`config.mk`:
```
export PLATFORM = sky130hd
export DESIGN_NAME = infix_to_postfix_converter
export DESIGN_NICKNAME = d
export VERILOG_FILES = /design/src/i2p_pkg.sv /design/src/i2p_ram.sv /design/src/i2p_seq.sv /design/src/infix_to_postfix_converter.sv
export SDC_FILE = /design/constraint.sdc
export NUM_CORES = 1
export LEC_CHECK = 0
export ABC_CLOCK_PERIOD_IN_PS = 5400
export BUFFER_PORTS_ARGS = -buffer_cell sky130_fd_sc_hd__buf_2
export CAP_MARGIN = 5
export CORE_MARGIN = 4
export CORE_UTILIZATION = 58
export CTS_CLUSTER_SIZE = 14
export DETAILED_ROUTE_END_ITERATION = 8
export PLACE_DENSITY = 0.76
export SYNTH_ARGS = -nofsm -noshare
export SYNTH_HDL_FRONTEND = slang
export SYNTH_SLANG_ARGS = --single-unit
export TNS_END_PERCENT = 1
```
`constraint.sdc`:
```
create_clock -name clock -period 5.4 [get_ports clock]
set_clock_uncertainty 0.1 [all_clocks]
set_input_delay 0.27 -clock clock [delete_from_list [all_inputs] [get_ports clock]]
set_output_delay 0.27 -clock clock [all_outputs]
set_load 0.03 [all_outputs]
```
`src/i2p_pkg.sv`:
```
`timescale 1ns / 1ps
`default_nettype none
// ----------------------------------------------------------------------------
// i2p_pkg: shared types, constants and microcode for the infix-to-postfix block
// Character codes, operator stack codes, error codes, the sequencer control
// word layout and the microcode ROM contents.
// ----------------------------------------------------------------------------
package i2p_pkg;

   // characters of interest
   localparam logic [7:0] CHAR_NUL   = 8'h00;
   localparam logic [7:0] CHAR_SPACE = 8'h20;
   localparam logic [7:0] CHAR_OPEN  = 8'h28;
   localparam logic [7:0] CHAR_CLOSE = 8'h29;
   localparam logic [7:0] CHAR_MUL   = 8'h2A;
   localparam logic [7:0] CHAR_PLUS  = 8'h2B;
   localparam logic [7:0] CHAR_MINUS = 8'h2D;
   localparam logic [7:0] CHAR_DIV   = 8'h2F;

   // operator stack entry codes
   localparam logic [2:0] CODE_MINUS = 3'd1;
   localparam logic [2:0] CODE_PLUS  = 3'd2;
   localparam logic [2:0] CODE_MUL   = 3'd3;
   localparam logic [2:0] CODE_DIV   = 3'd4;
   localparam logic [2:0] CODE_OPEN  = 3'd5;

   // sticky error codes
   localparam logic [1:0] ERR_NONE     = 2'd0;
   localparam logic [1:0] ERR_CLOSE    = 2'd1;
   localparam logic [1:0] ERR_OVERFLOW = 2'd2;
   localparam logic [1:0] ERR_OPEN     = 2'd3;

   // datapath actions
   typedef enum logic [3:0] {
      ACT_NONE,
      ACT_ACCEPT,
      ACT_EMIT_SPACE,
      ACT_EMIT_CHAR,
      ACT_PUSH,
      ACT_POP_EMIT,
      ACT_CLOSE_END,
      ACT_SET_PENDING,
      ACT_FLUSH_POP,
      ACT_TERMINATE
   } act_type;

   // branch conditions
   typedef enum logic [3:0] {
      C_ALWAYS,
      C_IN_VALID,
      C_HELD_SPACE,
      C_ABOVE_OPEN,
      C_TOP_MD,
      C_LAST,
      C_NOT_SPACE_LAST,
      C_NONEMPTY
   } cond_type;

   // next-step selection
   typedef enum logic [1:0] {
      NX_COND,
      NX_DISP,
      NX_END
   } nx_type;

   typedef logic [3:0] step_type;

   // microcode addresses
   localparam step_type S_IDLE    = 4'd0;
   localparam step_type S_HELD    = 4'd1;
   localparam step_type S_OPERAND = 4'd2;
   localparam step_type S_PM_POP  = 4'd3;
   localparam step_type S_PUSH    = 4'd4;
   localparam step_type S_MD_POP  = 4'd5;
   localparam step_type S_CL_POP  = 4'd6;
   localparam step_type S_CL_DROP = 4'd7;
   localparam step_type S_SP      = 4'd8;
   localparam step_type S_SP_LAST = 4'd9;
   localparam step_type S_SP_HOLD = 4'd10;
   localparam step_type S_FLUSH   = 4'd11;
   localparam step_type S_TERM    = 4'd12;

   // one control word
   typedef struct packed {
      act_type  act;
      cond_type cond;
      nx_type   nx;
      step_type t_true;
      step_type t_false;
   } uword_type;

   // datapath status seen by the sequencer
   typedef struct packed {
      logic in_valid;
      logic held_space;
      logic is_pm;
      logic is_md;
      logic is_open;
      logic is_close;
      logic is_space;
      logic above_open;
      logic top_md;
      logic last;
      logic not_space_last;
      logic nonempty;
   } flags_type;

   // sequencer outputs to the datapath
   typedef struct packed {
      act_type act;
      logic    in_ready;
   } seq_out_type;

   // microcode ROM
   function automatic uword_type ucode(input step_type pc);
      uword_type w;
      unique case (pc)
         S_IDLE:    w = '{ACT_ACCEPT,      C_IN_VALID,       NX_COND, S_HELD,    S_IDLE};
         S_HELD:    w = '{ACT_EMIT_SPACE,  C_HELD_SPACE,     NX_DISP, S_IDLE,    S_IDLE};
         S_OPERAND: w = '{ACT_EMIT_CHAR,   C_ALWAYS,         NX_END,  S_IDLE,    S_IDLE};
         S_PM_POP:  w = '{ACT_POP_EMIT,    C_ABOVE_OPEN,     NX_COND, S_PM_POP,  S_PUSH};
         S_PUSH:    w = '{ACT_PUSH,        C_ALWAYS,         NX_END,  S_IDLE,    S_IDLE};
         S_MD_POP:  w = '{ACT_POP_EMIT,    C_TOP_MD,         NX_COND, S_MD_POP,  S_PUSH};
         S_CL_POP:  w = '{ACT_POP_EMIT,    C_ABOVE_OPEN,     NX_COND, S_CL_POP,  S_CL_DROP};
         S_CL_DROP: w = '{ACT_CLOSE_END,   C_ALWAYS,         NX_END,  S_IDLE,    S_IDLE};
         S_SP:      w = '{ACT_NONE,        C_LAST,           NX_COND, S_SP_LAST, S_SP_HOLD};
         S_SP_LAST: w = '{ACT_EMIT_SPACE,  C_NOT_SPACE_LAST, NX_END,  S_IDLE,    S_IDLE};
         S_SP_HOLD: w = '{ACT_SET_PENDING, C_ALWAYS,         NX_END,  S_IDLE,    S_IDLE};
         S_FLUSH:   w = '{ACT_FLUSH_POP,   C_NONEMPTY,       NX_COND, S_FLUSH,   S_TERM};
         S_TERM:    w = '{ACT_TERMINATE,   C_ALWAYS,         NX_COND, S_IDLE,    S_IDLE};
         default:   w = '{ACT_NONE,        C_ALWAYS,         NX_COND, S_IDLE,    S_IDLE};
      endcase
      return w;
   endfunction

   // stack code for an operator or open parenthesis
   function automatic logic [2:0] code_of(input logic [7:0] c);
      logic [2:0] code;
      unique case (c)
         CHAR_MINUS: code = CODE_MINUS;
         CHAR_PLUS:  code = CODE_PLUS;
         CHAR_MUL:   code = CODE_MUL;
         CHAR_DIV:   code = CODE_DIV;
         default:    code = CODE_OPEN;
      endcase
      return code;
   endfunction

   // character for a stacked operator
   function automatic logic [7:0] char_of(input logic [2:0] code);
      logic [7:0] c;
      unique case (code)
         CODE_MINUS: c = CHAR_MINUS;
         CODE_PLUS:  c = CHAR_PLUS;
         CODE_MUL:   c = CHAR_MUL;
         default:    c = CHAR_DIV;
      endcase
      return c;
   endfunction

endpackage
`default_nettype wire

```
`src/i2p_ram.sv`:
```
`timescale 1ns / 1ps
`default_nettype none
// ----------------------------------------------------------------------------
// i2p_ram: generic single-write, single-read RAM
// Registered read; a read of the address being written returns the new data.
// ----------------------------------------------------------------------------
module i2p_ram #(
   parameter int WIDTH = 8,
   parameter int DEPTH = 16
) (
   input  wire logic                              clock,
   input  wire logic                              wr_en,
   input  wire logic [$clog2(DEPTH)-1:0]          wr_addr,
   input  wire logic [WIDTH-1:0]                  wr_data,
   input  wire logic [$clog2(DEPTH)-1:0]          rd_addr,
   output      logic [WIDTH-1:0]                  rd_data
);

   logic [WIDTH-1:0] mem [DEPTH];

   // write port
   always_ff @(posedge clock) begin
      if (wr_en) begin
         mem[wr_addr] <= wr_data;
      end
   end

   // registered read with write-through
   always_ff @(posedge clock) begin
      if (wr_en && (wr_addr == rd_addr)) begin
         rd_data <= wr_data;
      end else begin
         rd_data <= mem[rd_addr];
      end
   end

endmodule
`default_nettype wire

```
`src/i2p_seq.sv`:
```
`timescale 1ns / 1ps
`default_nettype none
// ----------------------------------------------------------------------------
// i2p_seq: microcode sequencer
// Step counter over the microcode ROM; picks the action and the next step
// from the datapath flags. A hold from the datapath freezes the step.
// ----------------------------------------------------------------------------
module i2p_seq
   import i2p_pkg::*;
(
   input  wire logic        clock,
   input  wire logic        reset,
   input  wire flags_type   flags,
   input  wire logic        hold,
   output      seq_out_type ctrl
);

   step_type  pc_ff;
   step_type  pc_in;
   uword_type word;
   logic      cond_ok;
   step_type  disp_step;

   assign word = ucode(pc_ff);

   // condition select
   always_comb begin
      unique case (word.cond)
         C_ALWAYS:         cond_ok = 1'b1;
         C_IN_VALID:       cond_ok = flags.in_valid;
         C_HELD_SPACE:     cond_ok = flags.held_space;
         C_ABOVE_OPEN:     cond_ok = flags.above_open;
         C_TOP_MD:         cond_ok = flags.top_md;
         C_LAST:           cond_ok = flags.last;
         C_NOT_SPACE_LAST: cond_ok = flags.not_space_last;
         C_NONEMPTY:       cond_ok = flags.nonempty;
         default:          cond_ok = 1'b0;
      endcase
   end

   // dispatch on the character class
   always_comb begin
      priority if (flags.is_pm)    disp_step = S_PM_POP;
      else if (flags.is_md)        disp_step = S_MD_POP;
      else if (flags.is_open)      disp_step = S_PUSH;
      else if (flags.is_close)     disp_step = S_CL_POP;
      else if (flags.is_space)     disp_step = S_SP;
      else                         disp_step = S_OPERAND;
   end

   // next step
   always_comb begin
      unique case (word.nx)
         NX_COND: pc_in = cond_ok ? word.t_true : word.t_false;
         NX_DISP: pc_in = disp_step;
         NX_END:  pc_in = flags.last ? S_FLUSH : S_IDLE;
         default: pc_in = S_IDLE;
      endcase
   end

   assign ctrl.act      = cond_ok ? word.act : ACT_NONE;
   assign ctrl.in_ready = (word.act == ACT_ACCEPT);

   always_ff @(posedge clock) begin
      if (reset) begin
         pc_ff <= S_IDLE;
      end else if (!hold) begin
         pc_ff <= pc_in;
      end
   end

endmodule
`default_nettype wire

```
`src/infix_to_postfix_converter.sv`:
```
`timescale 1ns / 1ps
`default_nettype none
// ----------------------------------------------------------------------------
// infix_to_postfix_converter: streaming infix to postfix conversion
// Operator stack in RAM driven by a microcoded sequencer; one result register.
// ----------------------------------------------------------------------------
// Takes one ASCII character per item and returns the postfix characters it
// releases, one per result item; the item marked last ends the expression,
// flushes the operator stack and returns a zero terminator with tlast set,
// after which the stack count, error, pending space and last emitted
// character are back to reset. Each result carries the first error of the
// expression so far (unmatched close, stack overflow, unmatched open).
// Characters are taken one at a time: an operator first pops the stacked
// operators of equal or higher precedence down to an open parenthesis, a
// close parenthesis pops down to its open one, and the last character then
// pops every stacked entry before the terminator. The pops run one per
// cycle through the stack RAM's single read port, and any cycle that
// returns a result waits while the result register is still full.
module infix_to_postfix_converter
   import i2p_pkg::*;
#(
   parameter int STACK_DEPTH = 16
) (
   input  wire logic       clock,
   input  wire logic       reset,
   input  wire logic       req_tvalid,
   output      logic       req_tready,
   input  wire logic [7:0] req_tdata,   // [7:0] in_char
   input  wire logic       req_tlast,
   output      logic       rsp_tvalid,
   input  wire logic       rsp_tready,
   output      logic [7:0] rsp_tdata,   // [7:0] out_char
   output      logic       rsp_tlast,
   output      logic [1:0] rsp_tuser    // [1:0] error_code
);

   localparam int CW = $clog2(STACK_DEPTH + 1);
   localparam int AW = $clog2(STACK_DEPTH);

   seq_out_type ctrl;
   flags_type   flags;
   logic        hold;

   logic [7:0]  char_ff, char_in;
   logic        last_ff, last_in;
   logic        held_ff, held_in;
   logic        pending_ff, pending_in;
   logic [7:0]  last_em_ff, last_em_in;
   logic [1:0]  err_ff, err_in;
   logic [CW-1:0] count_ff, count_in, count_nx;

   logic        rsp_valid_ff, rsp_valid_in;
   logic [7:0]  rsp_char_ff;
   logic        rsp_last_ff;
   logic [1:0]  rsp_err_ff;

   logic        emit_req, emit_last, emit_ok;
   logic [7:0]  emit_char;
   logic        push_we;
   logic [2:0]  top_code;
   logic        nonempty;
   logic        is_pm, is_md;

   // sequencer
   i2p_seq u_seq (
      .clock (clock),
      .reset (reset),
      .flags (flags),
      .hold  (hold),
      .ctrl  (ctrl)
   );

   // operator stack
   i2p_ram #(
      .WIDTH (3),
      .DEPTH (STACK_DEPTH)
   ) u_stack (
      .clock   (clock),
      .wr_en   (push_we && !hold),
      .wr_addr (AW'(count_ff)),
      .wr_data (code_of(char_ff)),
      .rd_addr (AW'(count_nx - 1'b1)),
      .rd_data (top_code)
   );

   // status for the sequencer
   assign nonempty = (count_ff != '0);
   assign is_pm    = (char_ff == CHAR_PLUS) || (char_ff == CHAR_MINUS);
   assign is_md    = (char_ff == CHAR_MUL) || (char_ff == CHAR_DIV);

   always_comb begin
      flags.in_valid       = req_tvalid;
      flags.held_space     = held_ff && !is_pm && !is_md && (last_em_ff != CHAR_SPACE);
      flags.is_pm          = is_pm;
      flags.is_md          = is_md;
      flags.is_open        = (char_ff == CHAR_OPEN);
      flags.is_close       = (char_ff == CHAR_CLOSE);
      flags.is_space       = (char_ff == CHAR_SPACE);
      flags.above_open     = nonempty && (top_code != CODE_OPEN);
      flags.top_md         = nonempty && ((top_code == CODE_MUL) || (top_code == CODE_DIV));
      flags.last           = last_ff;
      flags.not_space_last = (last_em_ff != CHAR_SPACE);
      flags.nonempty       = nonempty;
   end

   assign req_tready = ctrl.in_ready;

   // datapath actions
   always_comb begin
      char_in    = char_ff;
      last_in    = last_ff;
      held_in    = held_ff;
      pending_in = pending_ff;
      err_in     = err_ff;
      count_in   = count_ff;
      emit_req   = 1'b0;
      emit_char  = CHAR_NUL;
      emit_last  = 1'b0;
      push_we    = 1'b0;
      unique case (ctrl.act)
         ACT_NONE: begin
         end
         ACT_ACCEPT: begin
            char_in    = req_tdata;
            last_in    = req_tlast;
            held_in    = pending_ff;
            pending_in = 1'b0;
         end
         ACT_EMIT_SPACE: begin
            emit_req  = 1'b1;
            emit_char = CHAR_SPACE;
         end
         ACT_EMIT_CHAR: begin
            emit_req  = 1'b1;
            emit_char = char_ff;
         end
         ACT_PUSH: begin
            if (count_ff == CW'(STACK_DEPTH)) begin
               if (err_ff == ERR_NONE) err_in = ERR_OVERFLOW;
            end else begin
               push_we  = 1'b1;
               count_in = count_ff + 1'b1;
            end
         end
         ACT_POP_EMIT: begin
            emit_req  = 1'b1;
            emit_char = char_of(top_code);
            count_in  = count_ff - 1'b1;
         end
         ACT_CLOSE_END: begin
            if (!nonempty) begin
               if (err_ff == ERR_NONE) err_in = ERR_CLOSE;
            end else begin
               count_in = count_ff - 1'b1;
            end
         end
         ACT_SET_PENDING: begin
            pending_in = 1'b1;
         end
         ACT_FLUSH_POP: begin
            count_in = count_ff - 1'b1;
            if (top_code == CODE_OPEN) begin
               if (err_ff == ERR_NONE) err_in = ERR_OPEN;
            end else begin
               emit_req  = 1'b1;
               emit_char = char_of(top_code);
            end
         end
         ACT_TERMINATE: begin
            emit_req   = 1'b1;
            emit_char  = CHAR_NUL;
            emit_last  = 1'b1;
            count_in   = '0;
            pending_in = 1'b0;
            err_in     = ERR_NONE;
         end
         default: begin
         end
      endcase
   end

   // stall while the result register is still full
   assign emit_ok  = !rsp_valid_ff || rsp_tready;
   assign hold     = emit_req && !emit_ok;
   assign count_nx = hold ? count_ff : count_in;

   // last emitted character; cleared at the end of the expression
   always_comb begin
      if (ctrl.act == ACT_TERMINATE) begin
         last_em_in = CHAR_NUL;
      end else if (emit_req) begin
         last_em_in = emit_char;
      end else begin
         last_em_in = last_em_ff;
      end
   end

   // control state
   always_ff @(posedge clock) begin
      if (reset) begin
         pending_ff <= 1'b0;
         last_em_ff <= CHAR_NUL;
         err_ff     <= ERR_NONE;
         count_ff   <= '0;
         held_ff    <= 1'b0;
         last_ff    <= 1'b0;
      end else if (!hold) begin
         pending_ff <= pending_in;
         last_em_ff <= last_em_in;
         err_ff     <= err_in;
         count_ff   <= count_in;
         held_ff    <= held_in;
         last_ff    <= last_in;
      end
   end

   // current character
   always_ff @(posedge clock) begin
      if (!hold) begin
         char_ff <= char_in;
      end
   end

   // result register
   always_comb begin
      if (emit_req) begin
         rsp_valid_in = 1'b1;
      end else if (rsp_tready) begin
         rsp_valid_in = 1'b0;
      end else begin
         rsp_valid_in = rsp_valid_ff;
      end
   end

   always_ff @(posedge clock) begin
      if (reset) begin
         rsp_valid_ff <= 1'b0;
      end else begin
         rsp_valid_ff <= rsp_valid_in;
      end
   end

   always_ff @(posedge clock) begin
      if (emit_req && emit_ok) begin
         rsp_char_ff <= emit_char;
         rsp_last_ff <= emit_last;
         rsp_err_ff  <= err_ff;
      end
   end

   assign rsp_tvalid = rsp_valid_ff;
   assign rsp_tdata  = rsp_char_ff;
   assign rsp_tlast  = rsp_last_ff;
   assign rsp_tuser  = rsp_err_ff;

   // stack fill never passes its depth
   a_count_range: assert property (@(posedge clock) disable iff (reset)
      count_ff <= CW'(STACK_DEPTH))
      else $error("stack count beyond depth");

   // a terminator result is always the zero character
   a_term_zero: assert property (@(posedge clock) disable iff (reset)
      (rsp_tvalid && rsp_tlast) |-> (rsp_tdata == CHAR_NUL))
      else $error("terminator carries a nonzero character");

   // the terminator leaves the expression state cleared
   a_term_clear: assert property (@(posedge clock) disable iff (reset)
      ((ctrl.act == ACT_TERMINATE) && !hold) |=>
         ((count_ff == '0) && (err_ff == ERR_NONE) && !pending_ff))
      else $error("state not cleared after terminator");

   // one character at a time
   a_one_item: assert property (@(posedge clock) disable iff (reset)
      (req_tvalid && req_tready) |=> !req_tready)
      else $error("input accepted while an item is in work");

endmodule
`default_nettype wire
```
[Word-level counts from Yosys, hierarchy flattened]
Memory sizes are Yosys's and may differ from the RTL's. A register that Yosys moved wholly into a read port is not among the register bits.
Index checks and enable logic that the tools add are counted.
Cells by class
  add/sub/neg operators: 3
  multiplexer cells: 39
  reduce and logical (&&, ||, !) cells: 32
  eq/ne operators: 40
  bitwise operators: 1
Operators by type and width (count)
  8-bit by 6-bit == test with 1-bit output (second input constant): 7
  4-bit 2-to-1 mux: 10
  4-bit by 3-bit == test with 1-bit output (second input constant): 8
  8-bit case mux with 4 select lines: 1
  8-bit 2-to-1 mux: 3
  5-bit case mux with 4 select lines: 1
  4-bit by 2-bit == test with 1-bit output (second input constant): 4
  5-bit 2-to-1 mux: 3
  4-bit by 1-bit == test with 1-bit output (second input constant): 3
  2-bit 2-to-1 mux: 6
  2-bit inequality test (second input constant): 6
  3-bit case mux with 4 select lines: 1
  4-bit case mux with 3 select lines: 1
  3-bit case mux with 3 select lines: 1
  4-bit == test (second input constant): 2
  1-bit logical AND: 8
  1-bit 2-to-1 mux: 8
  8-bit by 6-bit inequality test with 1-bit output (second input constant): 1
  1-bit case mux with 8 select lines: 1
  2-bit case mux with 4 select lines: 1
  8-bit AND reduction: 1
  3-bit by 2-bit == test with 1-bit output (second input constant): 2
  3-bit == test (second input constant): 2
  2-bit AND reduction: 3
  19 further kinds: 31
Storage, ports and cells
  memories: 2
  output and inout bits: 13
  input port bits: 13
  register bits: 42
  memory bits (writable): 48
  logic and storage cells: 129
  bits in read-only memories: 272
Memories
  (no name shown): depth 16, bits a word 17, rd ports 1, clocked after Yosys merged registers in 1, wr ports 0, line i2p_pkg.sv:117  | unique case (pc)
  u_stack.mem: depth 16, bits a word 3, rd ports 1, clocked after Yosys merged registers in 1, wr ports 1, line i2p_ram.sv:19  | logic [WIDTH-1:0] mem [DEPTH];

[Depth between registers and ports, before layout]
Gate-level depths: netlist of the first run.
  depth in word-level cells: 16
  gate-level depth with buffers: 17
  gate-level depth less buffers: 16

[By module]
A second synthesis of the first run with hierarchy kept.
Second synthesis, totals
  cells, all modules: 428
  area, all modules: 5178.7 um^2
Modules (own cells, without submodules)
  infix_to_postfix_converter: sequential area each 950.9 um^2, cells each 209, times used 1, area an instance 2103.3 um^2
  i2p_ram: sequential area each 1521.5 um^2, cells each 104, times used 1, area an instance 2031.9 um^2
  i2p_seq: sequential area each 400.4 um^2, cells each 115, times used 1, area an instance 1043.5 um^2

[Worst setup path before layout of the first run]
OpenSTA, ideal clock, no wires.
  path type: register -> register
  from: register with a tool-made name
  to: register u_seq.word[2] (netlist name)
  library setup time: 0.120 ns
  path buffers: 3
  arrival time: 3.576 ns
  clock period less this slack: 3.796 ns
  required time: 5.180 ns
  stages on the path, launching flop included: 17
  path slack: 1.604 ns
  path through: dfxtp_1 buf_6 buf_12 mux4_2 mux2i_1 o32ai_2 or2_4 o22ai_4 nor2_8 mux2_1 o21ai_1 a311oi_2 inv_1 ha_1 buf_2 and3_1 or2_1

==> impl_metrics.ini, run 1 <==
[run_status]
status = finished, final reports clean

[timing]
fin_ws_ns = 0.772
fin_tns_setup_ns = 0
finalSetupViolCount = 0
rsz0062_at_grt = false
tightest_slew_ns = 1.13
min_period_ns = 4.63
max_freq_mhz = 216
maxSlewHeadroom = 0.243
drv_slew = 0
hold_viol = 0
min_period_over_period = 0.857

[clock_network]
numClockSinks = 110
cts_made_buffers = 9
htreeDepth = 3
clock_latency_ns = 0.36
cts_tree = built
clk_path_buf_depth = 2
clk_pin_slew_ns = 0.10
cts_resized = 0
clockRootBuffer = clkbuf_8

[logic_synthesis]
syn_nets = 471
synthFlopType = edfxtp_1
avgSynthCellArea_um2 = 11.8
ys_ff_latch = 110
syn_area_mm2 = 0.00529
yosysWarnings = 0
seq_area_frac_synth = 0.543
synth-edff-count = 67
syn_inst = 447
yosysUniqueCellTypes = 81
async_flop_share = 0

[floorplan]
core_area_mm2 = 0.00881
start_util = 0.601
fp.dieW_um = 104
num_rows = 34
die_y_um = 104
dieArea_mm2 = 0.0107
num_io_pins = 26

[placed_design]
placed_area_mm2 = 0.00545
dp_worst_setup_slack_ns = 0.750
portBuffers = 25
dpl.hpwl_um = 7830
placedCellCount = 563
gp_congestion = 0.947

[final_layout]
fin_area_mm2 = 0.00572
syn_to_final_growth_pct = 8.18
final_util = 0.650
final_nets = 498
instances_no_fill = 587
diodes = 0
final_layout_size_suffix_gt1_frac = 0.165

[detailed_routing]
wl_per_cell_um = 18.0
first_pass_iters = 5
drt-vias-per-instance = 6.10
dr_total_vias = 3581
routed_wl_um = 10600
drt_iter0_drc = 289
drc_errors = 0
postRouteAntennaNets = 0

[setup_path]
critPathRequiredTime_ns = 5.55
crit_family = compound AO/OA/AOI/OAI gates
slowest_delay_ns = 0.72
critPathCaptureType = flip-flop
crit_buf_inv = 2
startpoint_type = flip-flop
worstSetupPathType = flip-flop to flip-flop
arrival_ns = 4.78
slowest_stage = dfxtp_1
cp_max_fo = 11
path_cells = buf_4 -> mux4_2 -> mux2i_1 -> o32ai_2 -> or2_4 -> o22ai_4 -> nor2_8 -> mux2_1 -> o21ai_1 -> a311oi_2 -> inv_1 -> ha_1 -> and3_1 -> or2_1

[power_and_ir_drop]
p_leak_uw = 0.00199
p_per_area_mw_per_mm2 = 380
peakVddDrop_v = 0.000249

[global_route]
antenna_found_initial = 0
grt_usage = 0.205
first_global_vias = 3496
grt-ovfl-total = 0
grt_max_degree = 27
grt_pass1_wl_um = 17700

[run]
cap_violations = 0

[hold_path]
hold_path_class = input pin to flip-flop
==> cell usage in the layout (no fill, tap or decap), types with 3 or more instances in the layout <==
cell,count
edfxtp_1,67
nor2_1,47
dfxtp_1,43
nand2_1,30
buf_2,25
mux2i_1,20
nor3_1,17
inv_1,16
a21oi_1,16
o21ai_0,12
mux4_2,11
nand2b_1,11
ha_1,11
clkbuf_8,10
and2_1,8
dlygate4sd3_1,8
nand3_1,7
nor2b_1,6
o22ai_1,6
o21a_1,4
o21ai_1,4
xnor2_1,4
a21o_1,4
nand3b_1,3
o22a_1,3
nor3b_1,3
a31oi_1,3
and3_1,3
or2_1,3
clkbuf_1,3
==> cells in the mapped netlist (4+ instances only) <==
library cell	number	share of area
edfxtp_1	67	0.38
nor2_1	47	0.033
dfxtp_1	43	0.16
nand2_1	30	0.021
mux2i_1	20	0.038
nor3_1	17	0.016
a21oi_1	16	0.015
inv_1	16	0.011
o21ai_0	12	0.011
clkbuf_1	11	0.0078
ha_1	11	0.026
mux4_2	11	0.047
nand2b_1	11	0.013
and2_1	8	0.0095
nand3_1	7	0.0066
nor2b_1	6	0.0071
o22ai_1	6	0.0071
a21o_1	4	0.0057
buf_2	4	0.0038
o21a_1	4	0.0057
o21ai_1	4	0.0038
xnor2_1	4	0.0066
==> routing by layer <==
metal	up-vias	GRT usage	share of wire
met2	126	0.338	0.48
met4	0	0.0522	0.019
met1	1722	0.278	0.44
li1	1716	-	-
met3	17	0.0473	0.067
met5	-	0	0
==> worst paths after layout <==
kind / start / end / slack (ns) / cells past startpoint
setup reg to reg: flip-flop / u_seq.word[2] / 0.77 / 14
setup / recovery: flip-flop / u_seq.word[2] / 0.77 / 14
hold reg to reg: held_ff / held_ff / 0.37 / 2
hold / removal: req_tlast / last_ff / 0.03 / 3
==> where the power goes <==
group / total (uW) / switching [uW] / internal, uW / leakage [uW]
clock: 480 / 251 / 228 / 0.0000942
sequential: 1110 / 108 / 1000 / 0.000941
combinational: 590 / 367 / 223 / 0.000955
total: 2180 / 726 / 1450 / 0.00199
==> cell families after synthesis <==
| group | Yosys count | share of synthesized area |
|---|---|---|
| buffers and inverters | 38 | 0.0352 |
| and+or+nand+nor | 159 | 0.163 |
| AOI/OAI and AO/OA | 90 | 0.130 |
| muxes | 35 | 0.0960 |
| xor gates and xnor gates | 4 | 0.00662 |
| adders and majority gates | 11 | 0.0260 |
| DFF | 110 | 0.543 |
==> per-stage QoR <==
step           hold WS (ns)  power (uW)
2_1_floorplan         0.269        1560
6_report             0.0307        2180
4_1_cts              0.0176        2180
5_1_grt              0.0227        2290
3_5_place_dp          0.349        1710
3_3_place_gp          0.342        1690
==> final cells by class <==
class / instances / area (um^2)
Clock buffer: 13 / 149
Clock inverter: 3 / 43.8
Fill cell: 660 / 3080
Inverter: 19 / 71.3
Multi-Input combinational cell: 299 / 2230
Sequential cell: 110 / 2870
Tap cell: 108 / 135
Timing Repair Buffer: 35 / 220
==> repair_timing <==
item,CTS,global route
hold endpoints to repair,8,0
endpoints found under the setup margin,0,0
hold buffers,8,0
buffers inserted,0,0
==> tightest hold or removal path: stages <==
cell and delay [ns]:
buf_2 0.10, nand2_1 0.04, a21oi_1 0.05
==> flip-flops by register name, summed over array words and instances, names as in the netlist, named ones only <==
| signal | count |
|---|---|
| err_ff | 2 |
| char_ff | 8 |
| count_ff | 5 |
| last_em_ff | 8 |
| rsp_tlast | 1 |
| held_ff | 1 |
| u_seq.pc_ff | 4 |
| u_stack.mem | 48 |
| rsp_tdata | 8 |
| pending_ff | 1 |
| rsp_tuser | 2 |
| u_seq.word | 16 |
| rsp_tvalid | 1 |
| last_ff | 1 |
Power figures use the tool's default switching activity.
==> inputs of run 2 (changes only) <==
--- a/config.mk
+++ b/config.mk
@@ -8,11 +8,13 @@
 export ABC_CLOCK_PERIOD_IN_PS = 5400
 export BUFFER_PORTS_ARGS = -buffer_cell sky130_fd_sc_hd__buf_2
 export CAP_MARGIN = 5
+export CORE_ASPECT_RATIO = 0.5
 export CORE_MARGIN = 4
 export CORE_UTILIZATION = 58
 export CTS_CLUSTER_SIZE = 14
 export DETAILED_ROUTE_END_ITERATION = 8
 export PLACE_DENSITY = 0.76
+export RECOVER_POWER = 25
 export SYNTH_ARGS = -nofsm -noshare
 export SYNTH_HDL_FRONTEND = slang
 export SYNTH_SLANG_ARGS = --single-unit
==> run 2 against run 1 <==
Sequential power barely moved. Global-route usage rose by 1.0 points. Core utilization rose by 1.3 points. Setup slack got worse by 0.029 ns. Final cell count rose by 1.7%. Highest routed layer unchanged. Count of clock-buffer cells in the layout fell by 4. Worst hold slack improved by 0.033 ns.
==> impl_metrics.ini, run 2 (synthesis gave the netlist of run 1 again) <==
[timing]
min_period_ns = 4.66
fin_ws_ns = 0.743
tightest_slew_ns = 0.857
maxSlewHeadroom = 0.420
rsz0062_at_grt = false
min_period_over_period = 0.862
fin_tns_setup_ns = 0
max_freq_mhz = 215
holdWs_ns = 0.0639
hold_viol = 0
drv_slew = 0
finalSetupViolCount = 0

[hold_path]
hold_path_class = input pin to flip-flop

[detailed_routing]
drt-vias-per-instance = 5.93
drt_iter0_drc = 358
wl_met3_um = 590
routed_wl_um = 11100
met1_length_um = 5120
first_pass_iters = 5
wl_per_cell_um = 18.5
postRouteAntennaNets = 0
wl_met2_um = 5210
drc_errors = 0
dr_total_vias = 3543
top_layer_used = met4

[clock_network]
clock_latency_ns = 0.35
clk_pin_slew_ns = 0.07
htreeDepth = 3
cts_made_buffers = 9
clk_path_buf_depth = 2
clockRootBuffer = clkbuf_16
cts_tree = built
numClockSinks = 110

[global_route]
grt-ovfl-total = 0
grt_usage = 0.215
antenna_found_initial = 0
grt_pass1_wl_um = 17700
first_global_vias = 3355
grt_max_degree = 27

[placed_design]
placedCellCount = 573
portBuffers = 25
dpl.hpwl_um = 7820
gp_congestion = 0.909
placed_area_mm2 = 0.00547
dp_worst_setup_slack_ns = 0.800

[floorplan]
die_y_um = 75.5
core_area_mm2 = 0.00880
fp.dieW_um = 143
num_io_pins = 26
num_rows = 24
start_util = 0.601
dieArea_mm2 = 0.0108

[final_layout]
n_fill_cell = 663
final_common_cell = edfxtp_1
final_layout_size_suffix_gt1_frac = 0.142
largest_reg_flops = 48
fin_area_mm2 = 0.00583
regArea_mm2 = 0.00287
multi_input_area_mm2 = 0.00223
final_nets = 499
diodes = 0
layout_common_cells = edfxtp_1 (67), nor2_1 (47), dfxtp_1 (43)
syn_to_final_growth_pct = 10.2
instances_no_fill = 597
largest_register = u_stack.mem

[setup_path]
path_cells = buf_4 -> mux4_2 -> mux2i_1 -> mux2_4 -> a21oi_2 -> or3_4 -> o21ai_2 -> nor2_1 -> a311oi_2 -> inv_1 -> ha_1 -> and3_1 -> or2_1
cp_max_fo = 11
arrival_ns = 4.80
crit_family = compound AO/OA/AOI/OAI gates
critPathCaptureType = flip-flop
critPathRequiredTime_ns = 5.54
slowest_delay_ns = 0.59
startpoint_type = flip-flop
worstSetupPathType = flip-flop to flip-flop
slowest_stage = dfxtp_1
crit_buf_inv = 2

[power_and_ir_drop]
peakVddDrop_v = 0.000256
p_leak_uw = 0.00200
p_per_area_mw_per_mm2 = 406

[run_status]
status = finished, final reports clean

[run]
cap_violations = 0
run 2: changes by cell type in the layout (fill, tap and decap cells not counted), sizes merged:
cell / delta
clkbuf: +10
buf: -13
clkinv: +3
clkinvlp: +1
run 2: path summary, 6_finish.rpt:
path / from / end / slack [ns] / cells after the start
max: flip-flop / u_seq.word[2] / 0.74 / 13
min: req_tlast / last_ff / 0.06 / 3
max reg2reg: flip-flop / u_seq.word[2] / 0.74 / 13
min reg2reg: err_ff[1] / rsp_tuser[1] / 0.37 / 0
run 2: per-stage QoR:
step                      power, uW   util
after detailed placement       1710  0.622
after CTS                      2380  0.665
after global routing           2480  0.663
after floorplan                1560      -
final                          2370  0.663
after global placement         1700  0.622
run 2: what timing repair did:
| action | CTS | global route |
|---|---|---|
| hold buffers | 7 | 1 |
| resized for setup | 0 | 0 |
| setup buffers | 0 | 0 |
| hold endpoints to repair | 7 | 1 |
run 2: per-layer routing:
metal,vias to the layer above,track usage
li1,1713,-
met1,1709,0.289
met4,0,0.0790
met5,-,0
met3,20,0.0495
met2,101,0.352
run 2: layout make-up:
type                       instances  share of cell area
multi-input combinational        299               0.382
clock inverter                     7              0.0142
inverter                          19              0.0122
tap                              117              0.0251
timing repair buffer              36              0.0356
clock buffer                       9              0.0386
sequential                       110               0.493
run 2: worst min-delay path, stage by stage:
cell and delay (ns):
buf_2 0.10, nand2_1 0.04, a21oi_1 0.05
run 2: power by group:
part	internal [uW]	total, uW	switching, uW
combinational	215	590	375
sequential	1000	1110	105
clock	365	673	307
total	1580	2370	787
==> inputs of run 3 (changes only) <==
--- a/config.mk
+++ b/config.mk
@@ -13,7 +13,7 @@
 export CORE_UTILIZATION = 58
 export CTS_CLUSTER_SIZE = 14
 export DETAILED_ROUTE_END_ITERATION = 8
-export PLACE_DENSITY = 0.76
+export PLACE_DENSITY = 0.83
 export RECOVER_POWER = 25
 export SYNTH_ARGS = -nofsm -noshare
 export SYNTH_HDL_FRONTEND = slang
==> run 3 against run 2 <==
Sequential power about the same. Worst hold slack lost 0.010 ns. Register-to-register slack hardly changed. Sequential cell count is the same. Count of clock-buffer cells in the layout up 1. Routed wire length decreased by 2.1%. Critical path depth fell by 1. Combinational power about the same. Setup slack better by 0.0084 ns. Die area is the same. Critical endpoint unchanged. Largest cell class unchanged. Highest routed layer unchanged.
==> impl_metrics.ini, run 3 (synthesis gave the netlist of run 1 again) <==
[run_status]
status = finished, final reports clean

[hold_path]
hold_path_class = input pin to flip-flop

[detailed_routing]
met1_length_um = 4940
drc_errors = 0
dr_total_vias = 3582
wl_met3_um = 563
wl_met2_um = 5100
wl_per_cell_um = 18.2
first_pass_iters = 5
routed_wl_um = 10800
postRouteAntennaNets = 0
top_layer_used = met4
drt_iter0_drc = 400
drt-vias-per-instance = 6.01

[setup_path]
crit_buf_inv = 1
crit_family = simple AND/OR/NAND/NOR gates
slowest_stage = nor4b_1
slowest_delay_ns = 0.82
arrival_ns = 4.79
worstSetupPathType = flip-flop to flip-flop
critPathRequiredTime_ns = 5.54
critPathCaptureType = flip-flop
startpoint_type = flip-flop
cp_max_fo = 11
path_cells = nor4b_1 -> nand3_1 -> nand4b_1 -> a221oi_1 -> or3_4 -> o21ai_2 -> nor2_1 -> a311oi_2 -> inv_1 -> ha_1 -> and3_1 -> or2_1

[clock_network]
cts_made_buffers = 9
htreeDepth = 3
hold_buffers = 8
clk_pin_slew_ns = 0.07
cts_tree = built
clock_latency_ns = 0.35
clockRootBuffer = clkbuf_16
numClockSinks = 110
cts_resized = 0
postCtsSetupBuffers = 0
clk_path_buf_depth = 2

[timing]
finalSetupViolCount = 0
rsz0062_at_grt = false
drv_slew = 0
min_period_ns = 4.65
maxSlewHeadroom = 0.228
fin_ws_ns = 0.751
holdWs_ns = 0.0539
fin_tns_setup_ns = 0
min_period_over_period = 0.861
tightest_slew_ns = 1.16
max_freq_mhz = 215
hold_viol = 0

[floorplan]
die_y_um = 75.5
start_util = 0.601
num_rows = 24
num_io_pins = 26
core_area_mm2 = 0.00880
dieArea_mm2 = 0.0108
fp.dieW_um = 143

[final_layout]
final_nets = 498
n_fill_cell = 660
final_common_cell = edfxtp_1
largest_reg_flops = 48
final_layout_size_suffix_gt1_frac = 0.140
largest_register = u_stack.mem
syn_to_final_growth_pct = 9.58
layout_common_cells = edfxtp_1 (67), nor2_1 (47), dfxtp_1 (43)
diodes = 0

[placed_design]
dp_worst_setup_slack_ns = 0.787
gp_congestion = 0.929
dpl.hpwl_um = 7720
portBuffers = 25

[global_route]
first_global_vias = 3438
grt_pass1_wl_um = 17600
antenna_found_initial = 0
grt_max_degree = 27
grt_usage = 0.214
grt-ovfl-total = 0

[power_and_ir_drop]
peakVddDrop_v = 0.000260
p_leak_uw = 0.00199
p_per_area_mw_per_mm2 = 400
total_power_uw = 2320

[run]
cap_violations = 0
run 3: cell count changes in the layout (fill, tap and decap cells not counted):
cell,change
inv_6,+4
clkinv_4,-2
buf_2,+1
buf_4,-1
bufinv_16,-1
clkinvlp_4,-1
inv_8,-1
run 3: routing by layer:
| layer | track usage | vias up |
|---|---|---|
| met3 | 0.0502 | 28 |
| met2 | 0.353 | 128 |
| met5 | 0 | - |
| li1 | - | 1714 |
| met4 | 0.0695 | 0 |
| met1 | 0.288 | 1712 |
run 3: power breakdown:
group / internal, uW / switching (uW) / leakage (uW)
sequential: 1000 / 108 / 0.000941
clock: 321 / 301 / 0.000134
combinational: 216 / 373 / 0.000914
total: 1540 / 782 / 0.00199
run 3: final cells by class:
class	count	area [um^2]	area share
Inverter	19	71.3	0.0123
Multi-Input combinational cell	299	2230	0.384
Timing Repair Buffer	35	201	0.0347
Clock buffer	10	229	0.0395
Clock inverter	6	51.3	0.00885
Tap cell	117	146	0.0252
Sequential cell	110	2870	0.495
run 3: worst reg2reg max path: stages (launching register included):
cell and delay [ns]:
edfxtp_1 0.40, nor4b_1 0.82, nand3_1 0.32, nand4b_1 0.20, a221oi_1 0.12, or3_4 0.45, o21ai_2 0.52, nor2_1 0.15
a311oi_2 0.50, inv_1 0.16, ha_1 0.42, and3_1 0.20, or2_1 0.20
run 3: worst paths after layout:
check,cells past startpoint,slack [ns],to,from
min reg2reg,2,0.36,held_ff,held_ff
min,3,0.05,last_ff,req_tlast
max,12,0.75,u_seq.word[2],char_ff[6]
max reg2reg,12,0.75,u_seq.word[2],char_ff[6]
run 3: metrics by stage:
| stage | instance area [um^2] | std cells | utilization |
|---|---|---|---|
| after detailed placement | 5460 | 572 | 0.621 |
| after global placement | 5460 | 572 | 0.621 |
| after CTS | 5820 | 596 | 0.662 |
| after global routing | 5800 | 596 | 0.659 |
| final | 5800 | 596 | 0.659 |
| after floorplan | 5290 | 447 | - |
